## src/rtl/core/gjs_pkg.sv

```systemverilog
package gjs_pkg;

   localparam int JOB_W   = 5;
   localparam int MACH_W  = 5;
   localparam int PTIME_W = 16;
   localparam int INDEX_W = 3;

   // control for the commit side of the schedule tables
   typedef struct packed {
      logic commit;
      logic clear_all;
   } gjs_ctl_type;

endpackage

```

## src/rtl/core/greedy_job_shop_schedule_decoder_unit.sv

```systemverilog
// Greedy job-shop decoder: each req beat is one candidate (machine, processing
// time) of a job step; the step's candidates arrive in a row and, of the first
// CANDIDATES of them, the one with the earliest finish wins, the earlier one on
// a tie. The beat marked last_candidate commits the winner to the machine and
// job tables and yields one rsp beat; other beats yield none. One beat is taken
// per clock while req_ready is high. A beat is held in the input register, is
// evaluated in a single pass (job table read, two busy-time reads, max, add,
// compare against the running best), and a closing beat's result lands in the
// output register, which drives rsp_valid. A closing beat waits in the input
// register while an earlier result is still unaccepted, which holds off req.
// A closing beat with last_gene closes the schedule: the result carries the
// makespan and all tables clear in the same cycle.
module greedy_job_shop_schedule_decoder_unit
   import gjs_pkg::*;
#(
   parameter int JOBS       = 32,
   parameter int MACHINES   = 32,
   parameter int CANDIDATES = 8,
   parameter int TIME_BITS  = 24
) (
   input  logic                 clock,
   input  logic                 reset,
   input  logic                 req_valid,
   output logic                 req_ready,
   input  logic [JOB_W-1:0]     req_job_id,
   input  logic                 req_later_step,
   input  logic [MACH_W-1:0]    req_machine_id,
   input  logic [PTIME_W-1:0]   req_proc_time,
   input  logic                 req_last_candidate,
   input  logic                 req_last_gene,
   output logic                 rsp_valid,
   input  logic                 rsp_ready,
   output logic [INDEX_W-1:0]   rsp_chosen_index,
   output logic [MACH_W-1:0]    rsp_chosen_machine,
   output logic [TIME_BITS-1:0] rsp_finish_time,
   output logic [TIME_BITS-1:0] rsp_makespan,
   output logic                 rsp_schedule_done
);

   localparam int IDX_W = (CANDIDATES > 1) ? $clog2(CANDIDATES) : 1;
   localparam int CNT_W = $clog2(CANDIDATES + 1);

   // input register
   logic                 in_valid_ff, in_valid_in;
   logic [JOB_W-1:0]     in_job_ff;
   logic                 in_later_ff;
   logic [MACH_W-1:0]    in_machine_ff;
   logic [PTIME_W-1:0]   in_ptime_ff;
   logic                 in_last_cand_ff;
   logic                 in_last_gene_ff;

   // step and schedule state
   logic [TIME_BITS-1:0] best_finish_ff, best_finish_in;
   logic [MACH_W-1:0]    best_machine_ff, best_machine_in;
   logic [IDX_W-1:0]     best_pos_ff, best_pos_in;
   logic [CNT_W-1:0]     count_ff, count_in;
   logic [TIME_BITS-1:0] makespan_ff, makespan_in;

   // output register
   logic                 rsp_valid_ff, rsp_valid_in;
   logic [INDEX_W-1:0]   rsp_index_ff;
   logic [MACH_W-1:0]    rsp_machine_ff;
   logic [TIME_BITS-1:0] rsp_finish_ff;
   logic [TIME_BITS-1:0] rsp_makespan_ff;
   logic                 rsp_done_ff;

   logic                 advance;
   logic                 req_take;
   gjs_ctl_type          ctl;
   logic [TIME_BITS-1:0] busy_machine;
   logic [TIME_BITS-1:0] busy_prev;
   logic [TIME_BITS-1:0] new_finish;
   logic [MACH_W-1:0]    new_machine;
   logic [IDX_W-1:0]     new_index;
   logic [CNT_W-1:0]     new_count;
   logic [TIME_BITS-1:0] makespan_new;

   // only a closing beat needs room in the output register
   assign advance   = in_valid_ff && (!in_last_cand_ff || !rsp_valid_ff || rsp_ready);
   assign req_ready = !in_valid_ff || advance;
   assign req_take  = req_valid && req_ready;

   assign ctl.commit    = advance && in_last_cand_ff;
   assign ctl.clear_all = advance && in_last_cand_ff && in_last_gene_ff;

   gjs_regfile #(
      .JOBS      (JOBS),
      .MACHINES  (MACHINES),
      .TIME_BITS (TIME_BITS)
   ) u_regfile (
      .clock        (clock),
      .reset        (reset),
      .rd_job       (in_job_ff),
      .rd_machine   (in_machine_ff),
      .busy_machine (busy_machine),
      .busy_prev    (busy_prev),
      .ctl          (ctl),
      .wr_job       (in_job_ff),
      .wr_machine   (new_machine),
      .wr_finish    (new_finish)
   );

   gjs_eval #(
      .CANDIDATES (CANDIDATES),
      .TIME_BITS  (TIME_BITS),
      .IDX_W      (IDX_W),
      .CNT_W      (CNT_W)
   ) u_eval (
      .later_step   (in_later_ff),
      .machine_id   (in_machine_ff),
      .proc_time    (in_ptime_ff),
      .busy_machine (busy_machine),
      .busy_prev    (busy_prev),
      .count        (count_ff),
      .best_finish  (best_finish_ff),
      .best_machine (best_machine_ff),
      .best_pos     (best_pos_ff),
      .new_finish   (new_finish),
      .new_machine  (new_machine),
      .new_index    (new_index),
      .new_count    (new_count)
   );

   assign makespan_new = (new_finish > makespan_ff) ? new_finish : makespan_ff;

   always_comb begin
      in_valid_in     = req_take ? 1'b1 : (advance ? 1'b0 : in_valid_ff);
      best_finish_in  = best_finish_ff;
      best_machine_in = best_machine_ff;
      best_pos_in     = best_pos_ff;
      count_in        = count_ff;
      makespan_in     = makespan_ff;
      rsp_valid_in    = rsp_valid_ff && !rsp_ready;
      if (advance) begin
         if (in_last_cand_ff) begin
            best_finish_in  = {TIME_BITS{1'b1}};
            best_machine_in = '0;
            best_pos_in     = '0;
            count_in        = '0;
            makespan_in     = in_last_gene_ff ? '0 : makespan_new;
            rsp_valid_in    = 1'b1;
         end else begin
            best_finish_in  = new_finish;
            best_machine_in = new_machine;
            best_pos_in     = new_index;
            count_in        = new_count;
         end
      end
   end

   always_ff @(posedge clock) begin
      if (reset) begin
         in_valid_ff     <= 1'b0;
         best_finish_ff  <= {TIME_BITS{1'b1}};
         best_machine_ff <= '0;
         best_pos_ff     <= '0;
         count_ff        <= '0;
         makespan_ff     <= '0;
         rsp_valid_ff    <= 1'b0;
      end else begin
         in_valid_ff     <= in_valid_in;
         best_finish_ff  <= best_finish_in;
         best_machine_ff <= best_machine_in;
         best_pos_ff     <= best_pos_in;
         count_ff        <= count_in;
         makespan_ff     <= makespan_in;
         rsp_valid_ff    <= rsp_valid_in;
      end
   end

   always_ff @(posedge clock) begin
      if (req_take) begin
         in_job_ff       <= req_job_id;
         in_later_ff     <= req_later_step;
         in_machine_ff   <= req_machine_id;
         in_ptime_ff     <= req_proc_time;
         in_last_cand_ff <= req_last_candidate;
         in_last_gene_ff <= req_last_gene;
      end
      if (ctl.commit) begin
         rsp_index_ff    <= INDEX_W'(new_index);
         rsp_machine_ff  <= new_machine;
         rsp_finish_ff   <= new_finish;
         rsp_makespan_ff <= makespan_new;
         rsp_done_ff     <= in_last_gene_ff;
      end
   end

   assign rsp_valid          = rsp_valid_ff;
   assign rsp_chosen_index   = rsp_index_ff;
   assign rsp_chosen_machine = rsp_machine_ff;
   assign rsp_finish_time    = rsp_finish_ff;
   assign rsp_makespan       = rsp_makespan_ff;
   assign rsp_schedule_done  = rsp_done_ff;

`ifndef NO_ASSERTIONS
   a_count_bound: assert property (@(posedge clock) disable iff (reset)
      count_ff <= CNT_W'(CANDIDATES))
      else $error("candidate count beyond limit");

   a_makespan_covers: assert property (@(posedge clock) disable iff (reset)
      rsp_valid |-> (rsp_makespan >= rsp_finish_time))
      else $error("makespan below finish time");

   a_schedule_clear: assert property (@(posedge clock) disable iff (reset)
      ctl.clear_all |=> (makespan_ff == '0 && count_ff == '0))
      else $error("schedule state not cleared");

   a_stall_cause: assert property (@(posedge clock) disable iff (reset)
      !req_ready |-> (in_valid_ff && in_last_cand_ff && rsp_valid_ff && !rsp_ready))
      else $error("input stalled without a blocked result");
`endif

endmodule

```

## src/rtl/core/gjs_regfile.sv

```systemverilog
module gjs_regfile
   import gjs_pkg::*;
#(
   parameter int JOBS      = 32,
   parameter int MACHINES  = 32,
   parameter int TIME_BITS = 24
) (
   input  logic                 clock,
   input  logic                 reset,
   input  logic [JOB_W-1:0]     rd_job,
   input  logic [MACH_W-1:0]    rd_machine,
   output logic [TIME_BITS-1:0] busy_machine,
   output logic [TIME_BITS-1:0] busy_prev,
   input  gjs_ctl_type          ctl,
   input  logic [JOB_W-1:0]     wr_job,
   input  logic [MACH_W-1:0]    wr_machine,
   input  logic [TIME_BITS-1:0] wr_finish
);

   localparam int MA_W  = (MACHINES > 1) ? $clog2(MACHINES) : 1;
   localparam int JA_W  = (JOBS > 1) ? $clog2(JOBS) : 1;
   localparam int MX_W  = ((MA_W > MACH_W) ? MA_W : MACH_W) + 1;
   localparam int JX_W  = ((JA_W > JOB_W) ? JA_W : JOB_W) + 1;

   logic [TIME_BITS-1:0] busy_ff [MACHINES];
   logic [MACH_W-1:0]    prev_ff [JOBS];

   logic [MX_W-1:0]   rd_mach_x;
   logic [MX_W-1:0]   prev_x;
   logic [MX_W-1:0]   wr_mach_x;
   logic [JX_W-1:0]   rd_job_x;
   logic [JX_W-1:0]   wr_job_x;
   logic [MACH_W-1:0] prev_machine;

   assign rd_mach_x = MX_W'(rd_machine);
   assign wr_mach_x = MX_W'(wr_machine);
   assign rd_job_x  = JX_W'(rd_job);
   assign wr_job_x  = JX_W'(wr_job);

   // out of range jobs and machines read as zero
   assign prev_machine = (rd_job_x < JX_W'(JOBS)) ? prev_ff[rd_job_x[JA_W-1:0]] : '0;
   assign prev_x       = MX_W'(prev_machine);

   assign busy_machine = (rd_mach_x < MX_W'(MACHINES)) ?
                         busy_ff[rd_mach_x[MA_W-1:0]] : '0;
   assign busy_prev    = (prev_x < MX_W'(MACHINES)) ? busy_ff[prev_x[MA_W-1:0]] : '0;

   always_ff @(posedge clock) begin
      if (reset || ctl.clear_all) begin
         for (int i = 0; i < MACHINES; i++) begin
            busy_ff[i] <= '0;
         end
         for (int j = 0; j < JOBS; j++) begin
            prev_ff[j] <= '0;
         end
      end else if (ctl.commit) begin
         if (wr_mach_x < MX_W'(MACHINES)) begin
            busy_ff[wr_mach_x[MA_W-1:0]] <= wr_finish;
         end
         if (wr_job_x < JX_W'(JOBS)) begin
            prev_ff[wr_job_x[JA_W-1:0]] <= wr_machine;
         end
      end
   end

endmodule

```

## src/rtl/core/gjs_eval.sv

```systemverilog
module gjs_eval
   import gjs_pkg::*;
#(
   parameter int CANDIDATES = 8,
   parameter int TIME_BITS  = 24,
   parameter int IDX_W      = 3,
   parameter int CNT_W      = 4
) (
   input  logic                 later_step,
   input  logic [MACH_W-1:0]    machine_id,
   input  logic [PTIME_W-1:0]   proc_time,
   input  logic [TIME_BITS-1:0] busy_machine,
   input  logic [TIME_BITS-1:0] busy_prev,
   input  logic [CNT_W-1:0]     count,
   input  logic [TIME_BITS-1:0] best_finish,
   input  logic [MACH_W-1:0]    best_machine,
   input  logic [IDX_W-1:0]     best_pos,
   output logic [TIME_BITS-1:0] new_finish,
   output logic [MACH_W-1:0]    new_machine,
   output logic [IDX_W-1:0]     new_index,
   output logic [CNT_W-1:0]     new_count
);

   localparam int SUM_W = ((TIME_BITS > PTIME_W) ? TIME_BITS : PTIME_W) + 1;

   logic                 room;
   logic                 take;
   logic [TIME_BITS-1:0] start;
   logic [SUM_W-1:0]     sum;
   logic [TIME_BITS-1:0] finish;

   assign room  = count < CNT_W'(CANDIDATES);
   assign start = (later_step && (busy_prev > busy_machine)) ? busy_prev : busy_machine;
   assign sum   = SUM_W'(start) + SUM_W'(proc_time);
   // saturate at the top of the time range
   assign finish = (sum > SUM_W'({TIME_BITS{1'b1}})) ? {TIME_BITS{1'b1}} :
                   sum[TIME_BITS-1:0];
   // first candidate always wins, later ones only on a strictly earlier finish
   assign take  = room && ((count == '0) || (finish < best_finish));

   assign new_finish  = take ? finish : best_finish;
   assign new_machine = take ? machine_id : best_machine;
   assign new_index   = take ? IDX_W'(count) : best_pos;
   assign new_count   = room ? count + CNT_W'(1) : count;

endmodule

```

## config.mk

```make
export PLATFORM = sky130hd
export DESIGN_NAME = greedy_job_shop_schedule_decoder_unit
export DESIGN_NICKNAME = d
export VERILOG_FILES = /design/src/rtl/core/gjs_pkg.sv /design/src/rtl/core/greedy_job_shop_schedule_decoder_unit.sv /design/src/rtl/core/gjs_regfile.sv /design/src/rtl/core/gjs_eval.sv
export SDC_FILE = /design/constraint.sdc
export NUM_CORES = 2
export LEC_CHECK = 0
export ABC_AREA = 0
export BUFFER_PORTS_ARGS = -buffer_cell sky130_fd_sc_hd__clkbuf_2
export CAP_MARGIN = 10
export CORE_AREA = 2 2 320 322
export DETAILED_ROUTE_END_ITERATION = 7
export DIE_AREA = 0 0 322 324
export GPL_TIMING_DRIVEN = 1
export PLACE_DENSITY_LB_ADDON = 0.2
export SYNTH_ARGS = -nofsm -noshare
export SYNTH_HDL_FRONTEND = slang
export SYNTH_SLANG_ARGS = --single-unit
export TNS_END_PERCENT = 30
```

## constraint.sdc

```tcl
create_clock -name clock -period 15.2 [get_ports clock]
set_input_delay 1.52 -clock clock [delete_from_list [all_inputs] [get_ports clock]]
set_output_delay 1.52 -clock clock [all_outputs]
set_load 0.02 [all_outputs]
```

==> metrics.md <==
| Metric | Value |
|---|---|
| Outcome | complete, but fails checks |
| Violated checks | DRC |
| Post-Syn Area | 58,140 um^2 |
| # rows | 117 |
| Clock Root Buffer | clkbuf_16 |
| GPL Wtd Cong | 0.9848 |
| Mean Syn Cell Area | 11.18 um^2 |
| Post-cts hold buffer count | 0 |
| Max frequency | 68.68 MHz |
| Skew-Pair Late Insertion Delay | 0.73 ns |
| Placed Cells | 6,349 |
| WHS Path Cells | 2 |
| Chip width | 322 um |
| WHS Endpoint | best_pos_ff[1]$_SDFFE_PP0P_ |
| FFs w/ async S/R, synth | 0% |
| DR iter-0 viols | 7,284 |
| Gate Count Post-Synth | 5,202 |
| Arrival time worst endpoint | 15.00 ns |
| Clk sinks | 1,086 |
| R2r worst-path depth | 63 |
| Final setup vio count | 0 |
| Setup Skew | 0.04944 ns |
| Post-Place Setup Slack | -0.06260 ns |
| Initial Utilization | 57.56% |
| Area delta synth->final | 11.31% |
| Initial antenna violation count | 9 |
| Peak VDD IR | 0.2910 mV |
| Worst setup path category | reg2reg |
| Clock transition at the registers of the reported paths | 0.06 ns |
| Slowest stage delay, CP | 0.83 ns |
| Cell with the most instances after synthesis | edfxtp_1 |
| Post-synth top area cell | edfxtp_1 |
| Synth warn | 0 |
| Delay-heaviest family, CP | compound AO/OA/AOI/OAI gates |
| CTS tree | yes |
| Grt ovf | 0 |
| Final Non-Filler Cells | 6,577 |
| Placeable Area | 101,000 um^2 |
| Most used DFF post-synth | edfxtp_1 |
| Post-DRT Antenna Nets | 0 |
| # IOs | 92 |
| Synth area leaders | edfxtp_1 (52%), mux4_2 (9.3%), nor2_1 (6.2%) |
| Via count | 46,073 |
| All-Layer GR Usage | 38.19% |
| Vias in the first global route | 44,389 |
| Crit. End Element | flop |
| Setup Total Neg Slack | 0 ns |
| Critical R2R Capture | rsp_makespan[11]$_DFFE_PP_ |
| Vias per std cell | 7.005 |
| Num CTS Buffers | 114 |
| First-pass GRT wire length | 290,700 um |
| DRT Wirelength | 201,300 um |
| Fin nets | 5,289 |
| WP data required | 15.64 ns |
| Critical path fanouts, max | 32 |
| Post-synth EDFFs | 1,014 |
| Worst setup margin | 0.6396 ns |
| Slew margin rel. | 22.02% |
| DR pass1 iterations | 8 |
| Hold Crit Start | best_pos_ff[1]$_SDFFE_PP0P_ |
| Number of synthesized register bits | 1,086 |
| Max Slew Vio Count | 0 |
| CP Buf/Inv Count | 8 |
| Synth cell types | 91 |
| Die area | 104,300 um^2 |
| Synth cell count leaders | edfxtp_1 (1,014), nor2_1 (953), nand2_1 (897) |
| Largest net degree at the start of global routing | 111 |
| Final design utilization | 64.07% |
| Synth top area share | 52.37% |
| Port bufs | 91 |
| Wire per inst | 30.60 um |
| Detail Placement HPWL | 129,000 um |
| Crit path launch type | flop |
| Final period util | 95.79% |
| Final-report hold violation count | 0 |
| R2R setup slack | 0.64 ns |
| Hold crit path type | reg2reg |
| Remaining DRCs | 13 |
| Clock period minus worst slack | 14.56 ns |
| Critical-path top delay cell | or4_2 |
| Fillcell total | 7,807 |
| Leak Pwr | 24.18 nW |
| Die height | 324 um |
| Worst Tran Pin Value | 1.168 ns |
| Sequential area share after synthesis | 54.85% |
| Layout cells sized above 1 | 16.92% |
| CTS Buffer Depth | 3 |
| Net Count, Synth | 5,325 |
| Htree depth | 3 |
| Max-Cap Viols | 0 |
| Pwr/cell area | 166.2 nW/um^2 |
| Most Frequent Cell on Critical Path | a21o_1 |
worst max-delay path by stage:
stage,start,end,cells after the start
finish,flop,rsp_makespan[11]$_DFFE_PP_,63
global route,flop,rsp_makespan[11]$_DFFE_PP_,61
CTS,flop,rsp_makespan[11]$_DFFE_PP_,59
detailed placement,flop,rsp_makespan[4]$_DFFE_PP_,58
global placement,flop,rsp_makespan[2]$_DFFE_PP_,57
floorplan,flop,rsp_makespan[0]$_DFFE_PP_,60
cells by family after synthesis:
family | after synthesis | synth area share (%)
XOR/XNOR | 19 | 0.2862
adder cells (fa/ha/maj) | 90 | 1.950
AO/OA/AOI/OAI | 690 | 8.887
AND/OR/NAND/NOR | 2297 | 16.60
multiplexers | 463 | 13.17
flip-flops | 1086 | 54.85
buffers and inverters | 557 | 4.256
report_power, final:
| part | switching [mW] | internal [mW] | leakage [nW] | total (mW) |
|---|---|---|---|---|
| logic | 3.04 | 1.25 | 11.3 | 4.29 |
| clock network | 1.22 | 1.62 | 1.83 | 2.85 |
| registers | 0.132 | 3.49 | 11.0 | 3.62 |
| total | 4.40 | 6.36 | 24.2 | 10.8 |
final cells by class:
| type | count | area [um^2] | area share (%) |
|---|---|---|---|
| Antenna cell | 2 | 5.005 | 0.007733 |
| Multi-Input combinational cell | 3561 | 24440 | 37.76 |
| Tap cell | 1309 | 1638 | 2.531 |
| Clock buffer | 137 | 3034 | 4.688 |
| Clock inverter | 79 | 737.0 | 1.139 |
| Sequential cell | 1086 | 31910 | 49.30 |
| Inverter | 98 | 369.1 | 0.5703 |
| Timing Repair Buffer | 305 | 2587 | 3.998 |
sequential cells by signal, summed over array words and instances (netlist names), 3 cells and up, named ones only:
name and cells:
makespan_ff 24, in_ptime_ff 16, best_machine_ff 5, rsp_finish_time 24
best_finish_ff 24, rsp_chosen_index 3, rsp_chosen_machine 5, count_ff 4
u_regfile.busy_ff 768, in_job_ff 5, rsp_makespan 24, in_machine_ff 5
u_regfile.prev_ff 160, best_pos_ff 3
metal layers:
layer	vias up	track usage [%]	share of wire [%]
met5	-	0	0.035
li1	19108	-	-
met1	22377	48.87	34
met4	12	19.71	6.0
met2	3798	59.25	45
met3	778	11.41	14
worst min-delay path: cells and delay by family, from the launching register on:
family	cells	cell delay (ns)
flops	1	0.31
compound gates	2	0.13
cells in the final DEF (no fill, tap or decap), drive strengths merged, types with 70 or more instances in the layout:
cell type | Yosys | layout
edfxtp | 1014 | 1014
nor2 | 954 | 954
nand2 | 897 | 897
mux4 | 240 | 240
clkbuf | 215 | 228
buf | 244 | 214
mux2i | 208 | 208
nand3 | 160 | 160
a311oi | 113 | 113
a21oi | 109 | 109
o21ai | 105 | 105
o22ai | 99 | 99
inv | 98 | 99
ha | 89 | 89
dfxtp | 72 | 72
and3 | 70 | 70
per-stage QoR:
stage / instance area, um^2 / hold slack (ns) / power, mW
after global placement: 60700 / 0.4636 / 7.723
after global routing: 64710 / 0.5036 / 11.09
after floorplan: 58140 / 0.4466 / 6.339
after detailed placement: 60700 / 0.4713 / 7.770
final: 64720 / 0.4831 / 10.76
after CTS: 64500 / 0.4819 / 10.58
what timing repair did:
action,4_1_cts,5_1_grt
endpoints found under the hold margin,0,0
buffers inserted,0,8
pin swaps,1,1
gates cloned,1,1
setup endpoints to repair,36,48
gates resized for setup,5,26
Note: power is estimated with default switching activity, not from simulation.
